### src/hw/rtl/lcd_nibble_bus_number_decoder_macros.svh
// Assertion macros for the LCD nibble bus number decoder.
// Used by the top level; expects signals named clock and reset in scope.
`ifndef LCD_NIBBLE_BUS_NUMBER_DECODER_MACROS_SVH
`define LCD_NIBBLE_BUS_NUMBER_DECODER_MACROS_SVH

// Same-cycle implication, off while reset is high.
`define LNBD_ASSERT_NOW(label, ante, cons) \
   label: assert property (@(posedge clock) disable iff (reset) (ante) |-> (cons)) \
      else $error("lnbd: same-cycle check failed");

// Next-cycle implication, off while reset is high.
`define LNBD_ASSERT_NEXT(label, ante, cons) \
   label: assert property (@(posedge clock) disable iff (reset) (ante) |=> (cons)) \
      else $error("lnbd: next-cycle check failed");

`endif

### src/hw/rtl/lnbd_pkg.sv
// Shared types and constants for the LCD nibble bus number decoder.
// No dependencies.
package lnbd_pkg;

   localparam int MAX_CHARS_DEFAULT = 32;

   localparam int CSR_INDEX_WIDTH = 2;
   localparam int CSR_DATA_WIDTH  = 8;
   localparam int MANT_WIDTH      = 60;
   localparam int COUNT_WIDTH     = 6;

   localparam logic [CSR_INDEX_WIDTH-1:0] CSR_SYNC_COMMAND = 2'd0;
   localparam logic [CSR_INDEX_WIDTH-1:0] CSR_END_COMMAND  = 2'd1;

   localparam logic [7:0] SYNC_COMMAND_RESET = 8'd128;
   localparam logic [7:0] END_COMMAND_RESET  = 8'd192;

   localparam logic [7:0] CHAR_DOT  = 8'h2E;
   localparam logic [7:0] CHAR_ZERO = 8'h30;
   localparam logic [7:0] CHAR_NINE = 8'h39;

   // Largest mantissa, and the largest accumulator that still takes one more digit.
   localparam logic [MANT_WIDTH-1:0] MANT_MAX   = 60'd999999999999999999;
   localparam logic [MANT_WIDTH-1:0] MANT_LIMIT = 60'd99999999999999999;

   localparam logic KIND_CHAR  = 1'b0;
   localparam logic KIND_FRAME = 1'b1;

   typedef enum logic [1:0] {
      PHASE_SYNC_HI = 2'd0,
      PHASE_SYNC_LO = 2'd1,
      PHASE_BYTE_HI = 2'd2,
      PHASE_BYTE_LO = 2'd3
   } phase_type;

endpackage

### src/hw/rtl/lcd_nibble_bus_number_decoder.sv
// Top level of the LCD nibble bus number decoder: sync hunt, byte assembly, decimal parse.
// Depends on lnbd_pkg and lcd_nibble_bus_number_decoder_macros.svh.
`include "lcd_nibble_bus_number_decoder_macros.svh"

// Sniffs a 4-bit character-LCD bus. Each req word is one enable strobe with DB4..DB7 in
// req_nibble, high nibble first. The block hunts for the sync command byte (csr index 0),
// then pairs nibbles into bytes. A byte equal to the end command (csr index 1) closes the
// frame and yields one rsp word of kind 1 with the parsed number; any other byte yields a
// rsp word of kind 0 with the character and the running parse state. Digits accumulate into
// a 60-bit mantissa, the first dot starts the fraction, other characters are ignored.
// Characters past MAX_CHARS and mantissas past 999999999999999999 set the overflow flag and
// saturate. Rate: one nibble per clock; the rsp word appears in the cycle after the low
// nibble of a byte is accepted. The rate is set by the combinational parse step, whose
// longest path is the times-ten shift-add on the 60-bit accumulator. While a rsp word waits
// on rsp_ready, nibbles that produce no word (sync and high nibbles) are still taken.
// Configuration is written through csr_we/csr_index/csr_wdata while the bus is idle.
module lcd_nibble_bus_number_decoder #(
   parameter int MAX_CHARS = lnbd_pkg::MAX_CHARS_DEFAULT
) (
   input  logic                                  clock,
   input  logic                                  reset,
   // nibble input
   input  logic                                  req_valid,
   output logic                                  req_ready,
   input  logic [3:0]                            req_nibble,
   // result output
   output logic                                  rsp_valid,
   input  logic                                  rsp_ready,
   output logic                                  rsp_kind,
   output logic [7:0]                            rsp_char_code,
   output logic [lnbd_pkg::MANT_WIDTH-1:0]       rsp_mantissa,
   output logic [lnbd_pkg::COUNT_WIDTH-1:0]      rsp_fraction_digits,
   output logic [lnbd_pkg::COUNT_WIDTH-1:0]      rsp_char_total,
   output logic                                  rsp_overflow_flag,
   // configuration writes
   input  logic                                  csr_we,
   input  logic [lnbd_pkg::CSR_INDEX_WIDTH-1:0]  csr_index,
   input  logic [lnbd_pkg::CSR_DATA_WIDTH-1:0]   csr_wdata
);

   localparam logic [lnbd_pkg::COUNT_WIDTH-1:0] CHAR_LIMIT = lnbd_pkg::COUNT_WIDTH'(MAX_CHARS);

   // configuration registers
   logic [7:0] sync_cmd_ff, sync_cmd_in;
   logic [7:0] end_cmd_ff, end_cmd_in;

   // bus tracking and parse state
   lnbd_pkg::phase_type                 phase_ff, phase_in;
   logic [3:0]                          upper_ff, upper_in;
   logic                                in_frac_ff, in_frac_in;
   logic [lnbd_pkg::MANT_WIDTH-1:0]     acc_ff, acc_in;
   logic [lnbd_pkg::COUNT_WIDTH-1:0]    frac_cnt_ff, frac_cnt_in;
   logic [lnbd_pkg::COUNT_WIDTH-1:0]    char_cnt_ff, char_cnt_in;
   logic                                ovf_ff, ovf_in;

   // result register
   logic                                rsp_valid_ff, rsp_valid_in;
   logic                                rsp_kind_ff, rsp_kind_in;
   logic [7:0]                          rsp_code_ff, rsp_code_in;
   logic [lnbd_pkg::MANT_WIDTH-1:0]     rsp_mant_ff, rsp_mant_in;
   logic [lnbd_pkg::COUNT_WIDTH-1:0]    rsp_frac_ff, rsp_frac_in;
   logic [lnbd_pkg::COUNT_WIDTH-1:0]    rsp_total_ff, rsp_total_in;
   logic                                rsp_ovf_ff, rsp_ovf_in;

   logic       req_fire;
   logic [7:0] byte_val;
   logic       byte_is_end;
   logic       byte_lo_fire;
   logic       parse_idle;

   assign byte_val    = {upper_ff, req_nibble};
   assign byte_is_end = (byte_val == end_cmd_ff);

   // Only a low byte nibble produces a word, so only that one waits on the result register.
   assign req_ready = !rsp_valid_ff || rsp_ready || (phase_ff != lnbd_pkg::PHASE_BYTE_LO);
   assign req_fire  = req_valid && req_ready;

   assign byte_lo_fire = req_fire && (phase_ff == lnbd_pkg::PHASE_BYTE_LO);
   assign parse_idle   = (char_cnt_ff == '0) && (acc_ff == '0) && (frac_cnt_ff == '0) &&
                         !ovf_ff && !in_frac_ff;

   // Configuration writes; unknown indexes drop the write.
   always_comb begin
      sync_cmd_in = sync_cmd_ff;
      end_cmd_in  = end_cmd_ff;
      if (csr_we) begin
         unique case (csr_index)
            lnbd_pkg::CSR_SYNC_COMMAND: sync_cmd_in = csr_wdata;
            lnbd_pkg::CSR_END_COMMAND:  end_cmd_in  = csr_wdata;
            default: ;
         endcase
      end
   end

   // Next phase: hunt for sync, then alternate high and low byte nibbles.
   always_comb begin
      phase_in = phase_ff;
      if (req_fire) begin
         unique case (phase_ff)
            lnbd_pkg::PHASE_SYNC_HI:
               phase_in = (req_nibble == sync_cmd_ff[7:4]) ? lnbd_pkg::PHASE_SYNC_LO
                                                           : lnbd_pkg::PHASE_SYNC_HI;
            lnbd_pkg::PHASE_SYNC_LO:
               phase_in = (byte_val == sync_cmd_ff) ? lnbd_pkg::PHASE_BYTE_HI
                                                    : lnbd_pkg::PHASE_SYNC_HI;
            lnbd_pkg::PHASE_BYTE_HI:
               phase_in = lnbd_pkg::PHASE_BYTE_LO;
            lnbd_pkg::PHASE_BYTE_LO:
               phase_in = byte_is_end ? lnbd_pkg::PHASE_SYNC_HI : lnbd_pkg::PHASE_BYTE_HI;
            default:
               phase_in = lnbd_pkg::PHASE_SYNC_HI;
         endcase
      end
   end

   // Parse step and result load.
   always_comb begin
      logic                            is_digit;
      logic [lnbd_pkg::MANT_WIDTH-1:0] acc_times_ten;
      logic                            hi_phase;

      is_digit      = (byte_val >= lnbd_pkg::CHAR_ZERO) && (byte_val <= lnbd_pkg::CHAR_NINE);
      // times ten as shift-add, plus the digit (low nibble of an ASCII digit)
      acc_times_ten = {acc_ff[lnbd_pkg::MANT_WIDTH-4:0], 3'b000}
                    + {acc_ff[lnbd_pkg::MANT_WIDTH-2:0], 1'b0}
                    + lnbd_pkg::MANT_WIDTH'(req_nibble);
      hi_phase      = (phase_ff == lnbd_pkg::PHASE_SYNC_HI) ||
                      (phase_ff == lnbd_pkg::PHASE_BYTE_HI);

      upper_in     = upper_ff;
      in_frac_in   = in_frac_ff;
      acc_in       = acc_ff;
      frac_cnt_in  = frac_cnt_ff;
      char_cnt_in  = char_cnt_ff;
      ovf_in       = ovf_ff;

      rsp_valid_in = rsp_valid_ff && !rsp_ready;
      rsp_kind_in  = rsp_kind_ff;
      rsp_code_in  = rsp_code_ff;
      rsp_mant_in  = rsp_mant_ff;
      rsp_frac_in  = rsp_frac_ff;
      rsp_total_in = rsp_total_ff;
      rsp_ovf_in   = rsp_ovf_ff;

      if (req_fire && hi_phase) begin
         upper_in = req_nibble;
      end

      if (req_fire && (phase_ff == lnbd_pkg::PHASE_BYTE_LO)) begin
         rsp_valid_in = 1'b1;
         if (byte_is_end) begin
            // report the finished frame, then clear the parse state
            rsp_kind_in  = lnbd_pkg::KIND_FRAME;
            rsp_code_in  = 8'd0;
            rsp_mant_in  = acc_ff;
            rsp_frac_in  = frac_cnt_ff;
            rsp_total_in = char_cnt_ff;
            rsp_ovf_in   = ovf_ff;
            in_frac_in   = 1'b0;
            acc_in       = '0;
            frac_cnt_in  = '0;
            char_cnt_in  = '0;
            ovf_in       = 1'b0;
         end else begin
            if (char_cnt_ff >= CHAR_LIMIT) begin
               // past the limit: emit but do not count or parse
               ovf_in = 1'b1;
            end else begin
               char_cnt_in = char_cnt_ff + lnbd_pkg::COUNT_WIDTH'(1);
               if (byte_val == lnbd_pkg::CHAR_DOT) begin
                  in_frac_in = 1'b1;
               end else if (is_digit) begin
                  if (acc_ff > lnbd_pkg::MANT_LIMIT) begin
                     // saturate in the integer part, drop the digit in the fraction
                     ovf_in = 1'b1;
                     if (!in_frac_ff) begin
                        acc_in = lnbd_pkg::MANT_MAX;
                     end
                  end else begin
                     acc_in = acc_times_ten;
                     if (in_frac_ff) begin
                        frac_cnt_in = frac_cnt_ff + lnbd_pkg::COUNT_WIDTH'(1);
                     end
                  end
               end
            end
            rsp_kind_in  = lnbd_pkg::KIND_CHAR;
            rsp_code_in  = byte_val;
            rsp_mant_in  = acc_in;
            rsp_frac_in  = frac_cnt_in;
            rsp_total_in = char_cnt_in;
            rsp_ovf_in   = ovf_in;
         end
      end
   end

   // Control state with reset.
   always_ff @(posedge clock) begin
      if (reset) begin
         sync_cmd_ff  <= lnbd_pkg::SYNC_COMMAND_RESET;
         end_cmd_ff   <= lnbd_pkg::END_COMMAND_RESET;
         phase_ff     <= lnbd_pkg::PHASE_SYNC_HI;
         upper_ff     <= 4'd0;
         in_frac_ff   <= 1'b0;
         acc_ff       <= '0;
         frac_cnt_ff  <= '0;
         char_cnt_ff  <= '0;
         ovf_ff       <= 1'b0;
         rsp_valid_ff <= 1'b0;
      end else begin
         sync_cmd_ff  <= sync_cmd_in;
         end_cmd_ff   <= end_cmd_in;
         phase_ff     <= phase_in;
         upper_ff     <= upper_in;
         in_frac_ff   <= in_frac_in;
         acc_ff       <= acc_in;
         frac_cnt_ff  <= frac_cnt_in;
         char_cnt_ff  <= char_cnt_in;
         ovf_ff       <= ovf_in;
         rsp_valid_ff <= rsp_valid_in;
      end
   end

   // Result payload; qualified by rsp_valid_ff.
   always_ff @(posedge clock) begin
      rsp_kind_ff  <= rsp_kind_in;
      rsp_code_ff  <= rsp_code_in;
      rsp_mant_ff  <= rsp_mant_in;
      rsp_frac_ff  <= rsp_frac_in;
      rsp_total_ff <= rsp_total_in;
      rsp_ovf_ff   <= rsp_ovf_in;
   end

   assign rsp_valid           = rsp_valid_ff;
   assign rsp_kind            = rsp_kind_ff;
   assign rsp_char_code       = rsp_code_ff;
   assign rsp_mantissa        = rsp_mant_ff;
   assign rsp_fraction_digits = rsp_frac_ff;
   assign rsp_char_total      = rsp_total_ff;
   assign rsp_overflow_flag   = rsp_ovf_ff;

   // A closed frame leaves no parse state behind.
   `LNBD_ASSERT_NEXT(a_frame_clears, byte_lo_fire && byte_is_end, parse_idle)
   // The character count never passes the limit.
   `LNBD_ASSERT_NOW(a_count_bound, rsp_valid_ff, rsp_total_ff <= CHAR_LIMIT)
   // The mantissa never exceeds its saturation bound.
   `LNBD_ASSERT_NOW(a_mant_bound, 1'b1, acc_ff <= lnbd_pkg::MANT_MAX)
   // A waiting result is never overwritten by a low byte nibble.
   `LNBD_ASSERT_NOW(a_no_overwrite, rsp_valid_ff && !rsp_ready, !byte_lo_fire)

endmodule
### config.mk
export PLATFORM = sky130hd
export DESIGN_NAME = lcd_nibble_bus_number_decoder
export DESIGN_NICKNAME = d
export VERILOG_FILES = /design/src/hw/rtl/lnbd_pkg.sv /design/src/hw/rtl/lcd_nibble_bus_number_decoder.sv
export VERILOG_INCLUDE_DIRS = /design/src /design/src/hw/rtl
export SDC_FILE = /design/constraint.sdc
export NUM_CORES = 1
export LEC_CHECK = 0
export BUFFER_PORTS_ARGS = -buffer_cell sky130_fd_sc_hd__buf_2
export CAP_MARGIN = 20
export CORE_MARGIN = 4
export CORE_UTILIZATION = 47
export CTS_CLUSTER_SIZE = 14
export DETAILED_ROUTE_END_ITERATION = 12
export PLACE_DENSITY = 0.63
export REMOVE_ABC_BUFFERS = 1
export SYNTH_ARGS = -nofsm -noshare
export SYNTH_HDL_FRONTEND = slang
export SYNTH_SLANG_ARGS = --single-unit
export TNS_END_PERCENT = 1
### constraint.sdc
create_clock -name clock -period 5.9 [get_ports clock]
set_clock_uncertainty 0.1 [all_clocks]
set_input_delay 0.295 -clock clock [delete_from_list [all_inputs] [get_ports clock]]
set_output_delay 0.295 -clock clock [all_outputs]
set_load 0.01 [all_outputs]
# Word level (Yosys, flattened, before mapping)
# Cells that the tools add are included.
[totals] reg_bits=179 word_cells=82 output_inout_bits=84
[classes] add_sub_neg=4 n_lt_le_gt_ge=4 n_mux=32 n_eq_ne=10 reduce_logical=16
[ops] op="$mux 60" n=7
[ops] op="$add 60x4->60" n=1
[ops] op="$add 60x60->60" n=1
[ops] op="$gt 60x57->1 const B" n=1
[ops] op="$mux 6" n=10
[ops] op="$eq 8x8->1" n=2
[ops] op="$add 6x1->6 const B" n=2
[ops] op="$mux 1" n=12
[ops] op="$eq 8x6->1 const B" n=1
[ops] op="$ge 8x6->1 const B" n=1
[ops] op="$le 8x6->1 const B" n=1
[ops] op="$pmux 2 s4" n=1
[ops] op="$ge 6x6->1 const B" n=1
[ops] op="$logic_and 1x1->1" n=5
[ops] op="$eq 2x1->1 const B" n=2
[ops] op="$eq 2x2->1 const B" n=2
[ops] op="$eq 4x4->1" n=1
[ops] op="$logic_not 2->1" n=2
[ops] op="$mux 2" n=2
[ops] op="$ne 2x2->1 const B" n=2
[ops] op="$reduce_and 2->1" n=2
[ops] op="$logic_or 1x1->1" n=3
[ops] op="$reduce_and 3->1" n=1
[ops] op="$logic_not 1->1" n=2
[ops] op="$reduce_bool 2->1" n=1

# Depth between registers and ports, before layout
[logic_depth] depth_word=7 mapped_depth=15 depth_no_buf=14

# Worst setup path after synthesis
# Ideal clock, no wire load.
[synth_timing] path_type="reg2reg" startpoint="register rsp_valid_ff (netlist: rsp_valid)" endpoint="register rsp_code_ff[0] (netlist: rsp_char_code[0]), enable pin" arrival_ns=3.516 setup_ns=0.478 path_slack_ns=1.806 synth_period_minus_slack_ns=4.094 path_stages_with_launch=6 cell_sequence="dfxtp_1 -> nand2b_1 -> nand4_1 -> inv_1 -> clkbuf_1 -> clkbuf_1"
[synth_via] elab_chain_cells=5
[synth_rtl] element="from (decl)" line="lcd_nibble_bus_number_decoder.sv:57" text="logic rsp_valid_ff, rsp_valid_in;"
[synth_rtl] element="from (signal assigned)" line="lcd_nibble_bus_number_decoder.sv:220" text="rsp_valid_ff <= rsp_valid_in;"
[synth_rtl] element="$logic_not 1->1" line="lcd_nibble_bus_number_decoder.sv:75" text="assign req_ready = !rsp_valid_ff || rsp_ready || (phase_ff != lnbd_pkg::PHASE_BYTE_LO);"
[synth_rtl] element="$logic_or 1x1->1 (2 in series)" line="lcd_nibble_bus_number_decoder.sv:75"
[synth_rtl] element="$logic_and 1x1->1" line="lcd_nibble_bus_number_decoder.sv:76" text="assign req_fire = req_valid && req_ready;"
[synth_rtl] element="$logic_and 1x1->1" line="lcd_nibble_bus_number_decoder.sv:149" text="if (req_fire && (phase_ff == lnbd_pkg::PHASE_BYTE_LO)) begin"
[synth_rtl] element="to (signal assigned)" line="lcd_nibble_bus_number_decoder.sv:227" text="rsp_code_ff <= rsp_code_in;"
[synth_rtl] element="to (decl)" line="lcd_nibble_bus_number_decoder.sv:59" text="logic [7:0] rsp_code_ff, rsp_code_in;"
# Every way passes these cells.
# A chain may end at the register's enable or synchronous reset.

# Worst setup path in the final report
[layout_timing] startpoint="register acc_ff[31] (netlist bit)" endpoint="register rsp_mant_ff (netlist bit rsp_mantissa[38]) (data pin)"
[layout_via] elab_chain_cells=7 word_cells_on_any_way=8
[layout_rtl] element="from (decl)" line="lcd_nibble_bus_number_decoder.sv:51" text="logic [lnbd_pkg::MANT_WIDTH-1:0] acc_ff, acc_in;"
[layout_rtl] element="from (signal assigned)" line="lcd_nibble_bus_number_decoder.sv:216" text="acc_ff <= acc_in;"
[layout_rtl] element="$add 60x60->60" line="lcd_nibble_bus_number_decoder.sv:125" text="+ {acc_ff[lnbd_pkg::MANT_WIDTH-2:0], 1'b0}"
[layout_rtl] element="$add 60x4->60" line="lcd_nibble_bus_number_decoder.sv:126" text="+ lnbd_pkg::MANT_WIDTH'(req_nibble);"
[layout_rtl] element="$mux 60 *" line="lcd_nibble_bus_number_decoder.sv:173" text="if (acc_ff > lnbd_pkg::MANT_LIMIT) begin"
[layout_rtl] element="$mux 60 *" line="lcd_nibble_bus_number_decoder.sv:172" text="end else if (is_digit) begin"
[layout_rtl] element="$mux 60 *" line="lcd_nibble_bus_number_decoder.sv:170" text="if (byte_val == lnbd_pkg::CHAR_DOT) begin"
[layout_rtl] element="$mux 60 *" line="lcd_nibble_bus_number_decoder.sv:165" text="if (char_cnt_ff >= CHAR_LIMIT) begin"
[layout_rtl] element="$mux 60 *" line="lcd_nibble_bus_number_decoder.sv:151" text="if (byte_is_end) begin"
[layout_rtl] element="to (signal assigned)" line="lcd_nibble_bus_number_decoder.sv:228" text="rsp_mant_ff <= rsp_mant_in;"
[layout_rtl] element="to (decl)" line="lcd_nibble_bus_number_decoder.sv:60" text="logic [lnbd_pkg::MANT_WIDTH-1:0] rsp_mant_ff, rsp_mant_in;"
# Mark *: on every way between the ends. The rest lies on a longest branch, timed or not.

==> flow_summary_export.csv <==
group,metric,value,unit
finish,antenna_cells,0,
logic_synthesis,ys_warn_count,0,
logic_synthesis,synth_top_area_share,0.214,
placed_design,placed_cell_area,12300,sq um
setup_path,path_class,"reg -> reg",
sta,period_needed,3890,ps
finish,utilization,0.532,
cts,root_buffer,"clkbuf_16",
logic_synthesis,async_flop_share,0,
placed_design,io_buffers,102,
cts,clk_pin_slew,70,ps
logic_synthesis,ys.flop_type,"dfxtp_1",
floorplanning,start_util,0.475,
setup_path,end_kind,"flop",
finish,final_nets,1462,
finish,fin_area,12900,sq um
sta,slew_viol_final,0,
placed_design,dp_hpwl,22.1,mm
grt,antenna_found_initial,0,
drt,ant_nets,0,
drt,drt-total-wl,31.7,mm
floorplanning,io_pins,103,
status,run_status,"finished clean",
run,drv_cap,0,
cts,clk_latency,440,ps
finish,fill_cells,2335,
power_and_ir_drop,power.total,2.49,mW
floorplanning,die_h,165,microns
power_and_ir_drop,ir_drop,192,uV
sta,hold_viol,0,
grt,grt-ovfl-total,0,
setup_path,critPathLaunch,"acc_ff[31]$_SDFFE_PP0P_",
logic_synthesis,synth_edf_count,82,
cts,cts_buffers,17,
logic_synthesis,synth_area_leaders,"edfxtp_1 21%, dfxtp_1 17%, ha_1 13%",
cts,post_cts_resized,0,
floorplanning,fp-row-count,57,
drt,drt_iter0_drc,640,
drt,vias,9750,
logic_synthesis,syn_area,11500,sq um
worst_hold_path,hold_path.class,"in -> reg",
setup_path,r2r-start,"acc_ff[31]$_SDFFE_PP0P_",
setup_path,reg2reg_to,"rsp_mantissa[38]$_DFFE_PP_",
sta,rsz0062_at_grt,"no",
floorplanning,dieArea,27100,sq um
logic_synthesis,avgSynthCellArea,9.18,sq um
drt,wl_per_cell,19.1,microns
sta,setup_viol,0,
logic_synthesis,synth_seq_cells,179,
sta,fin_crit_sh,0.660,
sta,tightest_slew,1080,ps
power_and_ir_drop,leakage,5.73,nW
cts,cts_tree,"done",
drt,firstDrtPassIters,5,
worst_hold_path,hold_start,"csr_wdata[2]",
logic_synthesis,synth_area_leader_cell,"edfxtp_1",
logic_synthesis,syn_inst,1255,
sta,fmax,0.257,GHz
floorplanning,die_w,165,microns
setup_path,r2r_slack,2010,ps
cts,cts_max_level,4,
setup_path,worstSetupStartpointType,"flop",
setup_path,arrival,3970,ps
sta,setup-tns-final,0,ps
cts,clkSinkCount,179,
logic_synthesis,synth-seq-area-share,0.382,
finish,area.growth.synth_to_final,12.0,%
cts,cts_setup_buffers,0,
cts,clock_path_buffers,2,
finish,mostFrequentLayoutCells,"153 x nor2_1, 129 x a21oi_1, 117 x ha_1",
placed_design,gp_congestion,0.910,
setup_path,endpoint,"rsp_mantissa[38]$_DFFE_PP_",
finish,drive_above_1_share,0.131,
grt,track_usage,0.234,
logic_synthesis,ys_types,75,
setup_path,crit_fanout,16,
drt,viasPerCell,5.87,
finish,final_common_cell,"nor2_1",
drt,drc,0,
power_and_ir_drop,power_density,193,nW/um^2
grt,grt_max_degree,68,
floorplanning,design.core.area,24200,sq um
grt,grt_pass1_wl,50.4,mm
sta,relSlewSlack,0.282,
setup_path,reg2reg_depth,7,
grt,grt_pass1_vias,9421,
setup_path,required,5980,ps
final cells by class:
cell class | instances | area (sq um) | share of cell area
inverters | 24 | 92.6 | 0.00718
flip-flops and latches | 179 | 4400 | 0.341
clock buffers | 18 | 429 | 0.0333
repair buffers | 121 | 666 | 0.0516
clock inverters | 14 | 141 | 0.0110
well taps | 324 | 405 | 0.0314
multi-input cells | 981 | 6760 | 0.524
cells by family after synthesis:
logic type | share of synthesized area
multiplexers | 0.0166
AO/OA/AOI/OAI | 0.234
flip-flops | 0.382
AND/OR/NAND/NOR | 0.139
XOR/XNOR | 0.0654
adder cells (fa/ha/maj) | 0.131
buffers and inverters | 0.0317
worst min path at each step:
stage	to	depth (start not counted)	slack, ps
final	end_cmd_ff[2]$_SDFFE_PP0P_	3	20
after global routing	end_cmd_ff[2]$_SDFFE_PP0P_	3	10
after CTS	end_cmd_ff[2]$_SDFFE_PP0P_	3	1
after detailed placement	in_frac_ff$_SDFFE_PP0P_	1	360
after global placement	in_frac_ff$_SDFFE_PP0P_	1	350
after floorplan	acc_ff[11]$_SDFFE_PP0P_	1	260
per-layer routing:
metal  track usage  up-vias  routed length, microns  share of wire
li1              -     4798                       -              -
met1         0.319     4670                   14700           0.46
met2         0.392      237                   15000           0.47
met3        0.0280       45                    1270          0.040
met4        0.0681        0                     694          0.022
met5             0        -                       0              0
report_power, final:
part	total, mW	switching (mW)	internal (mW)	leakage, nW
logic	0.0726	0.0444	0.0282	3.87
clock network	1.12	0.553	0.562	0.268
registers	1.30	0.00694	1.29	1.58
sequential cells by signal, summed over array words and instances (netlist names), 2 cells and up:
signal,cells
acc_ff,60
rsp_mantissa,60
end_cmd_ff,8
rsp_char_code,8
sync_cmd_ff,8
char_cnt_ff,6
frac_cnt_ff,6
rsp_char_total,6
rsp_fraction_digits,6
upper_ff,4
phase_ff,2
synthesized netlist by cell type, drive strengths merged, types with 22 or more instances:
cell	count
a21o	33
a21oi	131
clkbuf	61
dfxtp	97
edfxtp	82
ha	117
inv	24
nand2	90
nand4	22
nor2	156
o21ai	70
xnor2	43
xor2	43
through the flow:
stage	hold slack, ps	instances	worst slack, ps
after floorplan	264	1184	595
after global routing	11.6	1661	1820
final	16.1	1661	2010
after detailed placement	358	1624	1860
after global placement	348	1624	1930
after CTS	0.960	1661	2050
worst max-delay path: stages, from the launching register on:
cell and delay (ps):
dfxtp_1 370, or4_1 600, o21ai_0 190, a21oi_1 80
o22ai_2 310, o21a_1 700, nand2_1 760, a22o_1 490
repair_timing:
item                                    in CTS  in global routing
endpoints found under the setup margin       0                  0
hold buffers                                 5                  0
hold endpoints to repair                     7                  0
(Power assumes the default switching activity.)
